File: src/rtl/core/dlpp_pkg.sv
`timescale 1ns / 1ps
// Shared types and constants of the directory listing page parser.
// No dependencies; the files that use it refer to it by scoped names.
package dlpp_pkg;

   localparam int NameChars  = 16;
   localparam int NameLenW   = $clog2(NameChars + 1);
   localparam int NameIdxW   = (NameChars > 1) ? $clog2(NameChars) : 1;
   localparam int QueueDepth = 2;
   localparam int QueuePtrW  = $clog2(QueueDepth);

   // configuration register indexes
   localparam logic [1:0] CsrStartIndex = 2'd0;
   localparam logic [1:0] CsrPageLimit  = 2'd1;
   localparam logic [1:0] CsrTypeFilter = 2'd2;

   // file type codes
   localparam logic [2:0] TypeDel   = 3'd0;
   localparam logic [2:0] TypeSeq   = 3'd1;
   localparam logic [2:0] TypePrg   = 3'd2;
   localparam logic [2:0] TypeUsr   = 3'd3;
   localparam logic [2:0] TypeRel   = 3'd4;
   localparam logic [2:0] TypeCbm   = 3'd5;
   localparam logic [2:0] TypeDir   = 3'd6;
   localparam logic [2:0] FilterAny = 3'd7;

   // result kinds
   localparam logic KindChar = 1'b0;
   localparam logic KindDone = 1'b1;

   localparam logic [7:0] CharNul   = 8'h00;
   localparam logic [7:0] CharQuote = 8'h22;
   localparam logic [7:0] CharSpace = 8'h20;
   localparam logic [7:0] CharShSp  = 8'hA0;
   localparam logic [7:0] CountMax  = 8'hFF;

   typedef struct packed {
      logic [7:0] first_index;
      logic [7:0] page_limit;
      logic [2:0] type_filter;
   } cfg_type;

   // one unit of work for the back end: an optional name run, then an optional summary
   typedef struct packed {
      logic                           has_name;
      logic                           has_done;
      logic [NameChars-1:0][7:0]      name;
      logic [NameLenW-1:0]            name_len;
      logic [2:0]                     file_type;
      logic [7:0]                     entry_slot;
      logic [7:0]                     page_count;
      logic [7:0]                     match_count;
   } job_type;

endpackage

File: src/rtl/core/dlpp_req_if.sv
`timescale 1ns / 1ps
// Input byte channel of the directory listing page parser.
// Carries valid, ready and one listing byte per transfer.
interface dlpp_req_if;
   logic       valid;
   logic       ready;
   logic [7:0] stream_byte;
   logic       end_of_stream;

   modport source (output valid, output stream_byte, output end_of_stream, input ready);
   modport sink   (input valid, input stream_byte, input end_of_stream, output ready);
endinterface

File: src/rtl/core/dlpp_rsp_if.sv
`timescale 1ns / 1ps
// Result channel of the directory listing page parser.
// Carries valid, ready and one name character or done summary per transfer.
interface dlpp_rsp_if;
   logic       valid;
   logic       ready;
   logic       result_kind;
   logic [7:0] name_char;
   logic [3:0] char_position;
   logic [2:0] file_type;
   logic [7:0] entry_slot;
   logic       last_of_run;
   logic [7:0] page_count;
   logic [7:0] match_count;

   modport source (output valid, output result_kind, output name_char, output char_position,
                   output file_type, output entry_slot, output last_of_run,
                   output page_count, output match_count, input ready);
   modport sink   (input valid, input result_kind, input name_char, input char_position,
                   input file_type, input entry_slot, input last_of_run,
                   input page_count, input match_count, output ready);
endinterface

File: src/rtl/core/dlpp_front.sv
`timescale 1ns / 1ps
// Front end: takes listing bytes, tracks the line structure and builds at most one
// job per byte that ends an entry or the listing. Depends on dlpp_pkg and dlpp_req_if.
module dlpp_front (
   input  logic               clock,
   input  logic               reset,
   input  dlpp_pkg::cfg_type  cfg,
   dlpp_req_if.sink           req_if,
   input  logic               queue_full,
   output logic               job_push,
   output dlpp_pkg::job_type  job
);

   localparam logic [2:0] PhLoad = 3'd0;
   localparam logic [2:0] PhLink = 3'd1;
   localparam logic [2:0] PhNum  = 3'd2;
   localparam logic [2:0] PhName = 3'd3;
   localparam logic [2:0] PhType = 3'd4;
   localparam logic [2:0] PhDone = 3'd5;

   logic [2:0]                            phase_ff, phase_in;
   logic                                  hcnt_ff, hcnt_in;
   logic                                  lz_ff, lz_in;
   logic                                  inq_ff, inq_in;
   logic [dlpp_pkg::NameLenW-1:0]         nlen_ff, nlen_in;
   logic [dlpp_pkg::NameChars-1:0][7:0]   name_ff, name_in;
   logic [2:0][7:0]                       tlet_ff, tlet_in;
   logic [1:0]                            tlen_ff, tlen_in;
   logic                                  hdr_ff, hdr_in;
   logic [7:0]                            emit_ff, emit_in;
   logic [7:0]                            match_ff, match_in;

   logic       accept;
   logic [7:0] b;
   logic       eos;
   logic       do_end;
   logic       do_finish;
   logic [2:0] ty;
   logic [7:0] bound;

   function automatic logic [7:0] fold(input logic [7:0] c);
      logic [7:0] f;
      f = {1'b0, c[6:0]};
      if (f >= "a" && f <= "z") f = f - 8'h20;
      return f;
   endfunction

   function automatic logic [2:0] classify(input logic [2:0][7:0] l, input logic [1:0] n);
      logic [23:0] w;
      logic [2:0]  r;
      w = {fold(l[0]), fold(l[1]), fold(l[2])};
      r = dlpp_pkg::TypeDel;
      if (n == 2'd3) begin
         unique if (w == "SEQ") r = dlpp_pkg::TypeSeq;
         else if (w == "PRG") r = dlpp_pkg::TypePrg;
         else if (w == "USR") r = dlpp_pkg::TypeUsr;
         else if (w == "REL") r = dlpp_pkg::TypeRel;
         else if (w == "DIR") r = dlpp_pkg::TypeDir;
         else if (w == "CBM") r = dlpp_pkg::TypeCbm;
         else r = dlpp_pkg::TypeDel;
      end
      return r;
   endfunction

   assign req_if.ready = !queue_full;
   assign accept       = req_if.valid && !queue_full;
   assign b            = req_if.stream_byte;
   assign eos          = req_if.end_of_stream;
   assign bound        = cfg.first_index + cfg.page_limit;

   always_comb begin
      phase_in  = phase_ff;
      hcnt_in   = hcnt_ff;
      lz_in     = lz_ff;
      inq_in    = inq_ff;
      nlen_in   = nlen_ff;
      name_in   = name_ff;
      tlet_in   = tlet_ff;
      tlen_in   = tlen_ff;
      hdr_in    = hdr_ff;
      emit_in   = emit_ff;
      match_in  = match_ff;
      do_end    = 1'b0;
      do_finish = 1'b0;
      ty        = dlpp_pkg::TypeDel;
      job       = '0;

      if (accept && phase_ff != PhDone) begin
         unique case (phase_ff)
            PhLoad: begin
               if (hcnt_ff) begin
                  hcnt_in  = 1'b0;
                  phase_in = PhLink;
               end else begin
                  hcnt_in = 1'b1;
               end
            end
            PhLink: begin
               lz_in = (b == 8'd0) && (!hcnt_ff || lz_ff);
               if (hcnt_ff) begin
                  hcnt_in  = 1'b0;
                  phase_in = PhNum;
               end else begin
                  hcnt_in = 1'b1;
               end
            end
            PhNum: begin
               if (hcnt_ff) begin
                  hcnt_in = 1'b0;
                  if (lz_ff) begin
                     do_finish = 1'b1;
                  end else begin
                     phase_in = PhName;
                     inq_in   = 1'b0;
                     nlen_in  = '0;
                     tlen_in  = 2'd0;
                  end
               end else begin
                  hcnt_in = 1'b1;
               end
            end
            PhName: begin
               if (b == dlpp_pkg::CharNul) begin
                  do_end = 1'b1;
               end else if (b == dlpp_pkg::CharQuote) begin
                  if (inq_ff) phase_in = PhType;
                  else inq_in = 1'b1;
               end else if (inq_ff && nlen_ff < dlpp_pkg::NameLenW'(dlpp_pkg::NameChars)) begin
                  name_in[nlen_ff[dlpp_pkg::NameIdxW-1:0]] = b;
                  nlen_in = nlen_ff + dlpp_pkg::NameLenW'(1);
               end
            end
            PhType: begin
               if (b == dlpp_pkg::CharNul) begin
                  do_end = 1'b1;
               end else if (b != dlpp_pkg::CharSpace && b != dlpp_pkg::CharShSp
                            && tlen_ff != 2'd3) begin
                  tlet_in[tlen_ff] = b;
                  tlen_in = tlen_ff + 2'd1;
               end
            end
            default: ;
         endcase

         // a stream that stops mid-line closes the line first
         if (eos && (phase_ff == PhName || phase_ff == PhType)) do_end = 1'b1;

         if (do_end) begin
            phase_in = PhLink;
            hcnt_in  = 1'b0;
            if (hdr_ff) begin
               hdr_in = 1'b0;
            end else if (nlen_in != '0) begin
               ty = classify(tlet_in, tlen_in);
               if (cfg.type_filter == dlpp_pkg::FilterAny || cfg.type_filter == ty) begin
                  if (match_ff >= cfg.first_index && emit_ff < cfg.page_limit) begin
                     job.has_name   = 1'b1;
                     job.name       = name_in;
                     job.name_len   = nlen_in;
                     job.file_type  = ty;
                     job.entry_slot = emit_ff;
                     emit_in        = emit_ff + 8'd1;
                  end
                  if (match_ff != dlpp_pkg::CountMax) match_in = match_ff + 8'd1;
                  if (match_in > bound) do_finish = 1'b1;
               end
            end
         end

         if (eos) do_finish = 1'b1;

         if (do_finish) begin
            job.has_done    = 1'b1;
            job.page_count  = emit_in;
            job.match_count = match_in;
            phase_in        = PhDone;
         end
      end

      // rearm for the next listing
      if (accept && eos) begin
         phase_in = PhLoad;
         hcnt_in  = 1'b0;
         lz_in    = 1'b0;
         inq_in   = 1'b0;
         nlen_in  = '0;
         tlen_in  = 2'd0;
         hdr_in   = 1'b1;
         emit_in  = 8'd0;
         match_in = 8'd0;
      end
   end

   assign job_push = accept && (job.has_name || job.has_done);

   always_ff @(posedge clock) begin
      if (reset) begin
         phase_ff <= PhLoad;
         hcnt_ff  <= 1'b0;
         lz_ff    <= 1'b0;
         inq_ff   <= 1'b0;
         nlen_ff  <= '0;
         tlen_ff  <= 2'd0;
         hdr_ff   <= 1'b1;
         emit_ff  <= 8'd0;
         match_ff <= 8'd0;
      end else begin
         phase_ff <= phase_in;
         hcnt_ff  <= hcnt_in;
         lz_ff    <= lz_in;
         inq_ff   <= inq_in;
         nlen_ff  <= nlen_in;
         tlen_ff  <= tlen_in;
         hdr_ff   <= hdr_in;
         emit_ff  <= emit_in;
         match_ff <= match_in;
      end
   end

   always_ff @(posedge clock) begin
      name_ff <= name_in;
      tlet_ff <= tlet_in;
   end

endmodule

File: src/rtl/core/dlpp_queue.sv
`timescale 1ns / 1ps
// Two-entry job queue between the front and back ends.
// Depends on dlpp_pkg for the job type and depth.
module dlpp_queue (
   input  logic               clock,
   input  logic               reset,
   input  logic               push,
   input  dlpp_pkg::job_type  push_job,
   input  logic               pop,
   output logic               full,
   output logic               not_empty,
   output dlpp_pkg::job_type  head_job
);

   localparam int CountW = $clog2(dlpp_pkg::QueueDepth + 1);

   dlpp_pkg::job_type                entry_ff [dlpp_pkg::QueueDepth];
   logic [dlpp_pkg::QueuePtrW-1:0]   wptr_ff, wptr_in;
   logic [dlpp_pkg::QueuePtrW-1:0]   rptr_ff, rptr_in;
   logic [CountW-1:0]                count_ff, count_in;
   logic                             do_push, do_pop;

   assign full      = count_ff == CountW'(dlpp_pkg::QueueDepth);
   assign not_empty = count_ff != '0;
   assign head_job  = entry_ff[rptr_ff];
   assign do_push   = push && !full;
   assign do_pop    = pop && not_empty;

   always_comb begin
      wptr_in  = do_push ? wptr_ff + dlpp_pkg::QueuePtrW'(1) : wptr_ff;
      rptr_in  = do_pop  ? rptr_ff + dlpp_pkg::QueuePtrW'(1) : rptr_ff;
      count_in = count_ff;
      if (do_push && !do_pop) count_in = count_ff + CountW'(1);
      else if (!do_push && do_pop) count_in = count_ff - CountW'(1);
   end

   always_ff @(posedge clock) begin
      if (reset) begin
         wptr_ff  <= '0;
         rptr_ff  <= '0;
         count_ff <= '0;
      end else begin
         wptr_ff  <= wptr_in;
         rptr_ff  <= rptr_in;
         count_ff <= count_in;
      end
   end

   always_ff @(posedge clock) begin
      if (do_push) entry_ff[wptr_ff] <= push_job;
   end

endmodule

File: src/rtl/core/dlpp_back.sv
`timescale 1ns / 1ps
// Back end: takes jobs from the queue and plays them out as name characters and a
// done summary through an output register. Depends on dlpp_pkg and dlpp_rsp_if.
module dlpp_back (
   input  logic               clock,
   input  logic               reset,
   input  logic               job_valid,
   input  dlpp_pkg::job_type  job,
   output logic               job_pop,
   dlpp_rsp_if.source         rsp_if
);

   dlpp_pkg::job_type               job_ff, job_in;
   logic                            busy_ff, busy_in;
   logic                            name_pend_ff, name_pend_in;
   logic                            done_pend_ff, done_pend_in;
   logic [dlpp_pkg::NameIdxW-1:0]   pos_ff, pos_in;
   logic                            out_free;
   logic                            emit;
   logic                            last;

   logic       valid_ff, valid_in;
   logic       kind_ff, kind_in;
   logic [7:0] char_ff, char_in;
   logic [3:0] cpos_ff, cpos_in;
   logic [2:0] type_ff, type_in;
   logic [7:0] slot_ff, slot_in;
   logic       last_ff, last_in;
   logic [7:0] page_ff, page_in;
   logic [7:0] total_ff, total_in;

   assign out_free = !valid_ff || rsp_if.ready;
   assign job_pop  = !busy_ff && job_valid;
   assign emit     = busy_ff && out_free;
   assign last     = dlpp_pkg::NameLenW'(pos_ff) == job_ff.name_len - dlpp_pkg::NameLenW'(1);

   always_comb begin
      job_in       = job_ff;
      busy_in      = busy_ff;
      name_pend_in = name_pend_ff;
      done_pend_in = done_pend_ff;
      pos_in       = pos_ff;
      valid_in     = out_free ? 1'b0 : valid_ff;
      kind_in      = kind_ff;
      char_in      = char_ff;
      cpos_in      = cpos_ff;
      type_in      = type_ff;
      slot_in      = slot_ff;
      last_in      = last_ff;
      page_in      = page_ff;
      total_in     = total_ff;

      if (job_pop) begin
         job_in       = job;
         busy_in      = 1'b1;
         name_pend_in = job.has_name;
         done_pend_in = job.has_done;
         pos_in       = '0;
      end else if (emit) begin
         valid_in = 1'b1;
         if (name_pend_ff) begin
            kind_in  = dlpp_pkg::KindChar;
            char_in  = job_ff.name[pos_ff];
            cpos_in  = 4'(pos_ff);
            type_in  = job_ff.file_type;
            slot_in  = job_ff.entry_slot;
            last_in  = last;
            page_in  = 8'd0;
            total_in = 8'd0;
            if (last) begin
               name_pend_in = 1'b0;
               if (!done_pend_ff) busy_in = 1'b0;
            end else begin
               pos_in = pos_ff + dlpp_pkg::NameIdxW'(1);
            end
         end else begin
            kind_in      = dlpp_pkg::KindDone;
            char_in      = 8'd0;
            cpos_in      = 4'd0;
            type_in      = 3'd0;
            slot_in      = 8'd0;
            last_in      = 1'b1;
            page_in      = job_ff.page_count;
            total_in     = job_ff.match_count;
            done_pend_in = 1'b0;
            busy_in      = 1'b0;
         end
      end
   end

   always_ff @(posedge clock) begin
      if (reset) begin
         busy_ff      <= 1'b0;
         name_pend_ff <= 1'b0;
         done_pend_ff <= 1'b0;
         valid_ff     <= 1'b0;
      end else begin
         busy_ff      <= busy_in;
         name_pend_ff <= name_pend_in;
         done_pend_ff <= done_pend_in;
         valid_ff     <= valid_in;
      end
   end

   always_ff @(posedge clock) begin
      job_ff   <= job_in;
      pos_ff   <= pos_in;
      kind_ff  <= kind_in;
      char_ff  <= char_in;
      cpos_ff  <= cpos_in;
      type_ff  <= type_in;
      slot_ff  <= slot_in;
      last_ff  <= last_in;
      page_ff  <= page_in;
      total_ff <= total_in;
   end

   assign rsp_if.valid         = valid_ff;
   assign rsp_if.result_kind   = kind_ff;
   assign rsp_if.name_char     = char_ff;
   assign rsp_if.char_position = cpos_ff;
   assign rsp_if.file_type     = type_ff;
   assign rsp_if.entry_slot    = slot_ff;
   assign rsp_if.last_of_run   = last_ff;
   assign rsp_if.page_count    = page_ff;
   assign rsp_if.match_count   = total_ff;

endmodule

File: src/rtl/core/directory_listing_page_parser_unit.sv
`timescale 1ns / 1ps
// Directory listing page parser: top level with the configuration registers.
// Depends on dlpp_pkg, dlpp_req_if, dlpp_rsp_if, dlpp_front, dlpp_queue, dlpp_back.
//
// Usage:
//   req_if carries one listing byte per transfer, with end_of_stream on the last one.
//   rsp_if carries name characters of the entries in the page window, one per
//   transfer, and a done summary with the page and match counts.
//   csr_* writes the first index, page limit and type filter; write only while idle.
// Timing:
//   A byte is taken every cycle while the two-entry job queue has room. The front
//   end forms each job combinationally; a byte that closes an entry or the
//   listing queues at most one job, held in the queue entry, then the back end job
//   register, then the output register. A run gives one character per cycle while
//   rsp_if is ready, pausing between jobs while the back end loads the next one.
// Reset: registers return to start 0, limit 8, filter any; the parser waits for
//   the load address and the queue is empty.
// Stall: a stalled receiver holds the output register; the back end stops, the
//   queue fills and then ready drops on req_if.
module directory_listing_page_parser_unit (
   input  logic        clock,
   input  logic        reset,
   dlpp_req_if.sink    req_if,
   dlpp_rsp_if.source  rsp_if,
   input  logic        csr_write_enable,
   input  logic [1:0]  csr_index,
   input  logic [7:0]  csr_write_data
);

   dlpp_pkg::cfg_type cfg_ff, cfg_in;
   dlpp_pkg::job_type push_job, head_job;
   logic              push, pop, full, not_empty;

   always_comb begin
      cfg_in = cfg_ff;
      if (csr_write_enable) begin
         unique case (csr_index)
            dlpp_pkg::CsrStartIndex: cfg_in.first_index = csr_write_data;
            dlpp_pkg::CsrPageLimit:  cfg_in.page_limit  = csr_write_data;
            dlpp_pkg::CsrTypeFilter: cfg_in.type_filter = csr_write_data[2:0];
            default: ;
         endcase
      end
   end

   always_ff @(posedge clock) begin
      if (reset) begin
         cfg_ff.first_index <= 8'd0;
         cfg_ff.page_limit  <= 8'd8;
         cfg_ff.type_filter <= dlpp_pkg::FilterAny;
      end else begin
         cfg_ff <= cfg_in;
      end
   end

   dlpp_front u_front (
      .clock      (clock),
      .reset      (reset),
      .cfg        (cfg_ff),
      .req_if     (req_if),
      .queue_full (full),
      .job_push   (push),
      .job        (push_job)
   );

   dlpp_queue u_queue (
      .clock     (clock),
      .reset     (reset),
      .push      (push),
      .push_job  (push_job),
      .pop       (pop),
      .full      (full),
      .not_empty (not_empty),
      .head_job  (head_job)
   );

   dlpp_back u_back (
      .clock     (clock),
      .reset     (reset),
      .job_valid (not_empty),
      .job       (head_job),
      .job_pop   (pop),
      .rsp_if    (rsp_if)
   );

endmodule

File: src/flat_wrapper.sv
// flat-port wrapper written by rule: the top's interface ports become plain ports
module directory_listing_page_parser_unit_flat 
  (clock, reset, csr_write_enable, csr_index, csr_write_data, req_if_valid, req_if_stream_byte, req_if_end_of_stream, req_if_ready, rsp_if_valid, rsp_if_result_kind, rsp_if_name_char, rsp_if_char_position, rsp_if_file_type, rsp_if_entry_slot, rsp_if_last_of_run, rsp_if_page_count, rsp_if_match_count, rsp_if_ready);
  dlpp_req_if req_if_i ();
  dlpp_rsp_if rsp_if_i ();
  input  logic clock;
  input  logic reset;
  input  logic csr_write_enable;
  input  logic [1:0] csr_index;
  input  logic [7:0] csr_write_data;
  input wire logic [$bits(req_if_i.valid)-1:0] req_if_valid;
  input wire logic [$bits(req_if_i.stream_byte)-1:0] req_if_stream_byte;
  input wire logic [$bits(req_if_i.end_of_stream)-1:0] req_if_end_of_stream;
  output wire logic [$bits(req_if_i.ready)-1:0] req_if_ready;
  output wire logic [$bits(rsp_if_i.valid)-1:0] rsp_if_valid;
  output wire logic [$bits(rsp_if_i.result_kind)-1:0] rsp_if_result_kind;
  output wire logic [$bits(rsp_if_i.name_char)-1:0] rsp_if_name_char;
  output wire logic [$bits(rsp_if_i.char_position)-1:0] rsp_if_char_position;
  output wire logic [$bits(rsp_if_i.file_type)-1:0] rsp_if_file_type;
  output wire logic [$bits(rsp_if_i.entry_slot)-1:0] rsp_if_entry_slot;
  output wire logic [$bits(rsp_if_i.last_of_run)-1:0] rsp_if_last_of_run;
  output wire logic [$bits(rsp_if_i.page_count)-1:0] rsp_if_page_count;
  output wire logic [$bits(rsp_if_i.match_count)-1:0] rsp_if_match_count;
  input wire logic [$bits(rsp_if_i.ready)-1:0] rsp_if_ready;
  assign req_if_i.valid = req_if_valid;
  assign req_if_i.stream_byte = req_if_stream_byte;
  assign req_if_i.end_of_stream = req_if_end_of_stream;
  assign req_if_ready = req_if_i.ready;
  assign rsp_if_valid = rsp_if_i.valid;
  assign rsp_if_result_kind = rsp_if_i.result_kind;
  assign rsp_if_name_char = rsp_if_i.name_char;
  assign rsp_if_char_position = rsp_if_i.char_position;
  assign rsp_if_file_type = rsp_if_i.file_type;
  assign rsp_if_entry_slot = rsp_if_i.entry_slot;
  assign rsp_if_last_of_run = rsp_if_i.last_of_run;
  assign rsp_if_page_count = rsp_if_i.page_count;
  assign rsp_if_match_count = rsp_if_i.match_count;
  assign rsp_if_i.ready = rsp_if_ready;
  directory_listing_page_parser_unit u_core (.clock(clock), .reset(reset), .req_if(req_if_i), .rsp_if(rsp_if_i), .csr_write_enable(csr_write_enable), .csr_index(csr_index), .csr_write_data(csr_write_data));
endmodule
File: config.mk
export PLATFORM = sky130hd
export DESIGN_NAME = directory_listing_page_parser_unit_flat
export DESIGN_NICKNAME = d
export VERILOG_FILES = /design/src/rtl/core/dlpp_pkg.sv /design/src/rtl/core/dlpp_req_if.sv /design/src/rtl/core/dlpp_rsp_if.sv /design/src/rtl/core/dlpp_front.sv /design/src/rtl/core/dlpp_queue.sv /design/src/rtl/core/dlpp_back.sv /design/src/rtl/core/directory_listing_page_parser_unit.sv /design/src/flat_wrapper.sv
export SDC_FILE = /design/constraint.sdc
export NUM_CORES = 1
export LEC_CHECK = 0
export ABC_AREA = 1
export BUFFER_PORTS_ARGS = -buffer_cell sky130_fd_sc_hd__buf_2
export CORE_MARGIN = 3
export CORE_UTILIZATION = 40
export DETAILED_ROUTE_END_ITERATION = 8
export GPL_TIMING_DRIVEN = 0
export PLACE_DENSITY = 0.54
export SYNTH_ARGS = -nofsm -noshare
export SYNTH_HDL_FRONTEND = slang
export SYNTH_SLANG_ARGS = --single-unit
export TNS_END_PERCENT = 100
File: constraint.sdc
create_clock -name clock -period 37.8 [get_ports clock]
set_input_delay 5.67 -clock clock [delete_from_list [all_inputs] [get_ports clock]]
set_output_delay 5.67 -clock clock [all_outputs]
set_load 0.02 [all_outputs]
==> metrics, run 1 <==
startpoint types primary input; Routability Congestion 0.866; Leak 0.0147 uW; CTS tree built; clock sinks 736; Die X 290 um; CTS clock-pin slew for the worst setup and hold paths 0.06 ns; H-tree depth 3; 1st-pass router iterations 5; clock buffer depth 3; worst-margin pin slew 1.12 ns; ys async rst share 0; drt initial violations 1703; post-route ant nets 0; Starting Density 0.406; fin crit period 10.68 ns; Syn Area/Cell 11.5 um^2; share of cells above drive strength 1 0.146; Slew headroom 0.250; RSZ-0062 raised after global routing false; fin util 0.467; top area cells in the synthesized netlist edfxtp_1 63%, mux2_2 5.6%, inv_1 5.1%, nand2_1 4.0%, nor2_1 3.9%; CTS Buf Count 80; CP max FO 23; Final Net Count 3052; # diodes 0; CP arrival 10.99 ns; Global Route Usage Sum 0.190; Vias 20600; die area 84100 um^2; dominant cell type by area after synthesis edfxtp_1; Synth-to-Final Area Change 15.0%; # resized after CTS 0; WS Path Type primary input to flip-flop; clk_skew 0.0311 ns; number of port buffers 65; total congestion overflow 0; sequential share of the synthesized area 0.666; # Max-Cap Violations 0; num rows 103; initial antenna violation count 1; outcome finished clean; hpwl dp 55400 um; Slew Viols, Final 0; pwr/cell area 68.0 nW/um^2; CP Data Required Time 38.11 ns; Synth Cell Area 32200 um^2; Fmax 0.0936 GHz; pin count of the biggest net entering global routing 57; Hold WC Path Type flip-flop to flip-flop; crit end category flip-flop; vias in the first global route 20700; Unique masters post-synth 51; CTS root buffer clkbuf_16; Syn Nets 2880; post-route cell area 37100 um^2; height of the die 290 um; # DRC 0; latest clock arrival within the worst-skew pair 0.64 ns; first-pass GRT wire length 123000 um; Core Area 79400 um^2; Worst VDD drop 0.0000328 V; Post-CTS Repair Setup Buffers 0; number of synthesized flops with an enable pin 674; dominant synthesized flop cell edfxtp_1; I/O Pins 67; post-synth top area share 0.628; Final Hold Fails 0; vias per cell 5.05; hold-fix buffers at CTS 0; Setup TNS Final 0 ns; # setup viols final 0; Synth warnings 0; instance count of the mapped netlist 2805; WL/cell 19.6 um; synth cell count leaders 674 x edfxtp_1, 436 x inv_1, 340 x nand2_1; #FFs+latches synth 736; most frequent cell after synthesis edfxtp_1; placed inst area 34500 um^2; final critical-path share of the clock period 0.283; worst hold slack 0.463 ns; final WL 80300 um
## cells by family (layout without fill, tap and decap cells)
kind of cell               after synthesis  after routing  share of synthesized area
AOI/OAI and AO/OA                      413            413                     0.0708
xor gates and xnor gates                12             12                    0.00326
adders and majority gates               51             51                     0.0200
buffers and inverters                  566            801                     0.0689
DFF                                    736            736                      0.666
muxes                                  162            162                     0.0565
and+or+nand+nor                        865            865                      0.114
## per-stage QoR
stage / cells / setup WS, ns / power, uW
floorplan: 2805 / 20.82 / 1560
detailed placement: 3945 / 26.57 / 1770
global placement: 3920 / 13.58 / 1800
CTS: 4090 / 27.17 / 2540
finish: 4090 / 27.12 / 2520
global route: 4090 / 26.92 / 2640
## registers in the layout, indices dropped and copies added, names as in the netlist, 19 cells and up, named ones only
| register | cells |
|---|---|
| u_core.cfg_ff | 19 |
| u_core.u_back.job_ff | 160 |
| u_core.u_front.name_ff | 128 |
| u_core.u_front.tlet_ff | 21 |
| u_core.u_queue.entry_ff | 324 |
## layout by cell type, fill, tap and decap left out, types with 11 or more instances in the layout
| master | count |
|---|---|
| edfxtp_1 | 674 |
| inv_1 | 435 |
| nand2_1 | 340 |
| nor2_1 | 333 |
| o21ai_0 | 246 |
| mux2_2 | 160 |
| clkbuf_1 | 105 |
| clkbuf_16 | 82 |
| a21oi_1 | 81 |
| nand3_1 | 77 |
| buf_2 | 75 |
| dfxtp_1 | 62 |
| ha_1 | 50 |
| nand4_1 | 39 |
| nor3_1 | 28 |
| clkinv_1 | 21 |
| o211ai_1 | 21 |
| o221ai_1 | 20 |
| inv_2 | 14 |
| nand2_2 | 14 |
| clkinv_2 | 14 |
| buf_12 | 14 |
| o22ai_1 | 13 |
| buf_6 | 11 |
| buf_16 | 11 |
## critical path: stages
cell and delay (ns):
buf_2 0.13, clkbuf_1 0.73, inv_1 0.29, nand3_1 0.18
nor2_1 0.12, nor2_1 0.19, nand2_1 0.10, nor2_1 0.64
nand2_1 0.15, o21ai_0 0.18, nor2_1 0.07, nand3_1 0.22
nand2_1 0.11, nor2_1 0.38, nand3_4 0.29, buf_2 0.30
a21oi_4 0.66, buf_12 0.27, buf_12 0.23
## cell type report
cell class	count	area, um^2
fill	7315	42300
multi-input combinational	1503	8580
clock inverter	48	460
clock buffer	97	2110
tap	1050	1310
timing repair buffer	90	908
inverter	452	1700
sequential	736	21500
buffer	114	531
## metal layers
layer,wire length [um],track usage
met4,1920,0.0494
met5,0,0
met3,4340,0.0308
met1,36200,0.263
met2,37800,0.312
## path summary, 6_finish.rpt
path	cells past startpoint	startpoint	end	slack [ns]
min	1	u_core.u_queue.rptr_ff	flip-flop	0.46
max	19	req_if_stream_byte[0]	u_core.u_queue.entry_ff[0][92]	27.12
max reg2reg	28	u_core.u_front.tlen_ff[0]	u_core.u_queue.entry_ff[0][92]	32.32
min reg2reg	1	u_core.u_queue.rptr_ff	flip-flop	0.46
## where the power goes
group	switching (uW)	leakage, uW	internal (uW)	total, uW
Sequential	66.3	0.00698	1130	1190
Combinational	383	0.00645	184	567
Clock	316	0.00125	446	762
(Power assumes the default switching activity.)
==> inputs of run 2 (changes only) <==
- clock period: 37.8 -> 10.85 ns (I/O delays scaled with it)
==> run 2 against run 1 <==
Die area is the same. Combinational power increased to 3.4 times the previous value. Clock power increased to 3.4 times the previous value. Global-route usage hardly changed. Via count up 0.93%. Total power rose to 3.4 times the previous value. Non-clock buffer count did not move. Register-to-register slack worse by 27 ns. First-iteration DRC count is 1.1% higher. Critical path type unchanged. Largest cell class unchanged.
==> metrics, run 2 (synthesized netlist as in run 1, its figures left out) <==
Starting Density 0.406; Core Area 79400 um^2; Post-CTS Repair Setup Buffers 0; RSZ-0062 raised after global routing false; WL/cell 19.8 um; crit end category flip-flop; most frequent CP cell nor2_1; Hold WC Path Type flip-flop to flip-flop; startpoint types primary input; # DRC 0; worst-margin pin slew 1.14 ns; total congestion overflow 0; clk_skew 0.0276 ns; Synth-to-Final Area Change 14.6%; CP arrival 6.63 ns; latest clock arrival within the worst-skew pair 0.64 ns; drt initial violations 1721; I/O Pins 67; part of the power in combinational logic 0.225; post-route ant nets 0; Global Route Usage Sum 0.190; CP cell instances buf_2 > clkbuf_1 > inv_1 > nand3_1 > nor2_1 > nor2_1 > nand2_1 > nor2_1 > nand2_1 > o21ai_0 > nor2_1 > nand3_1 > nand2_1 > nor2_1 > nand3_4 > a21oi_4 > buf_12 > buf_12 > buf_12; final critical-path share of the clock period 0.581; Leak 0.0146 uW; Die X 290 um; Fmax 0.159 GHz; # setup viols final 0; # resized after CTS 0; leading registers by flop count u_core.u_queue.entry_ff (324), u_core.u_back.job_ff (160), u_core.u_front.name_ff (128); fin crit period 6.31 ns; Vias 20800; 1st-pass router iterations 7; Worst VDD drop 0.000124 V; num rows 103; clock buffer depth 3; Slew Viols, Final 0; number of port buffers 65; # Max-Cap Violations 0; pwr/cell area 235 nW/um^2; outcome finished clean; hold-fix buffers at CTS 0; CP delay by family, top simple AND/OR/NAND/NOR gates; cell internal pwr 6010 uW; CTS root buffer clkbuf_16; Setup TNS Final 0 ns; die area 84100 um^2; switch share 0.308; most common cell after layout, fill and taps aside edfxtp_1; final WL 80900 um; height of the die 290 um; pin count of the biggest net entering global routing 59; Final Hold Fails 0; dpl ws 3.83 ns; initial antenna violation count 0; # diodes 0; CTS Buf Count 81; max incr delay on CP 0.70 ns; slowest cell on the critical path clkbuf_1; CTS tree built; WP buf/inv 6; hpwl dp 55600 um; Clock power frac 0.297; first-pass GRT wire length 123000 um; H-tree depth 3; clock sinks 736; vias per cell 5.09; P_sw 2670 uW; Largest register FFs 324; Largest Register u_core.u_queue.entry_ff; CP Data Required Time 11.17 ns; CTS clock-pin slew for the worst setup and hold paths 0.06 ns; Final Net Count 3053; fin worst setup slack 4.54 ns; WS Path Type primary input to flip-flop; Routability Congestion 0.852; Slew headroom 0.242; highest-count cells in the layout ignoring fill and taps 674 x edfxtp_1, 435 x inv_1, 340 x nand2_1; share of cells above drive strength 1 0.147; vias in the first global route 20500; CP max FO 25; Tot Pwr 8680 uW; Flop pwr share 0.478
-- run 2: changes by cell type in the layout (fill, tap and decap cells not counted), sizes merged --
cell and change:
bufinv -5, clkinv -6, clkinvlp +4, inv +2, clkbuf +9
-- run 2: through the flow --
step,area [um^2],instances,hold WS [ns],utilization
final,37000,4094,0.457,0.466
after detailed placement,34500,3945,0.447,0.434
after floorplan,32300,2805,0.425,-
after global routing,37000,4094,0.487,0.466
after CTS,37000,4094,0.457,0.466
after global placement,33900,3920,0.434,0.427
-- run 2: final timing paths --
| path | end | slack [ns] | start | cells past startpoint |
|---|---|---|---|---|
| min reg2reg | flip-flop | 0.46 | u_core.u_queue.rptr_ff | 1 |
| max reg2reg | u_core.u_queue.entry_ff[1][88] | 5.46 | u_core.u_front.tlen_ff[0] | 28 |
| max | u_core.u_queue.entry_ff[1][88] | 4.54 | req_if_stream_byte[0] | 19 |
| min | flip-flop | 0.46 | u_core.u_queue.rptr_ff | 1 |
-- run 2: per-layer routing --
metal,share of wire,up-vias,track usage
li1,-,9960,-
met1,0.45,10100,0.264
met2,0.47,603,0.309
met3,0.052,138,0.0290
met4,0.026,0,0.0566
met5,0,-,0
-- run 2: layout make-up --
class                           instances  area [um^2]
Buffer                                114          531
Clock buffer                          106         2160
Inverter                              452         1700
Sequential cell                       736        21500
Timing Repair Buffer                   90          886
Fill cell                            7276        42400
Clock inverter                         43          320
Multi-Input combinational cell       1503         8580
Tap cell                             1050         1310
-- run 2: power by group through the flow --
stage	clock network, uW	logic, uW	registers (uW)
3_3_place_gp	0	1690	4270
5_1_grt	2750	2150	4200
2_1_floorplan	0	1150	4280
6_report	2580	1950	4150
3_5_place_dp	0	1950	4210
4_1_cts	2640	1960	4150
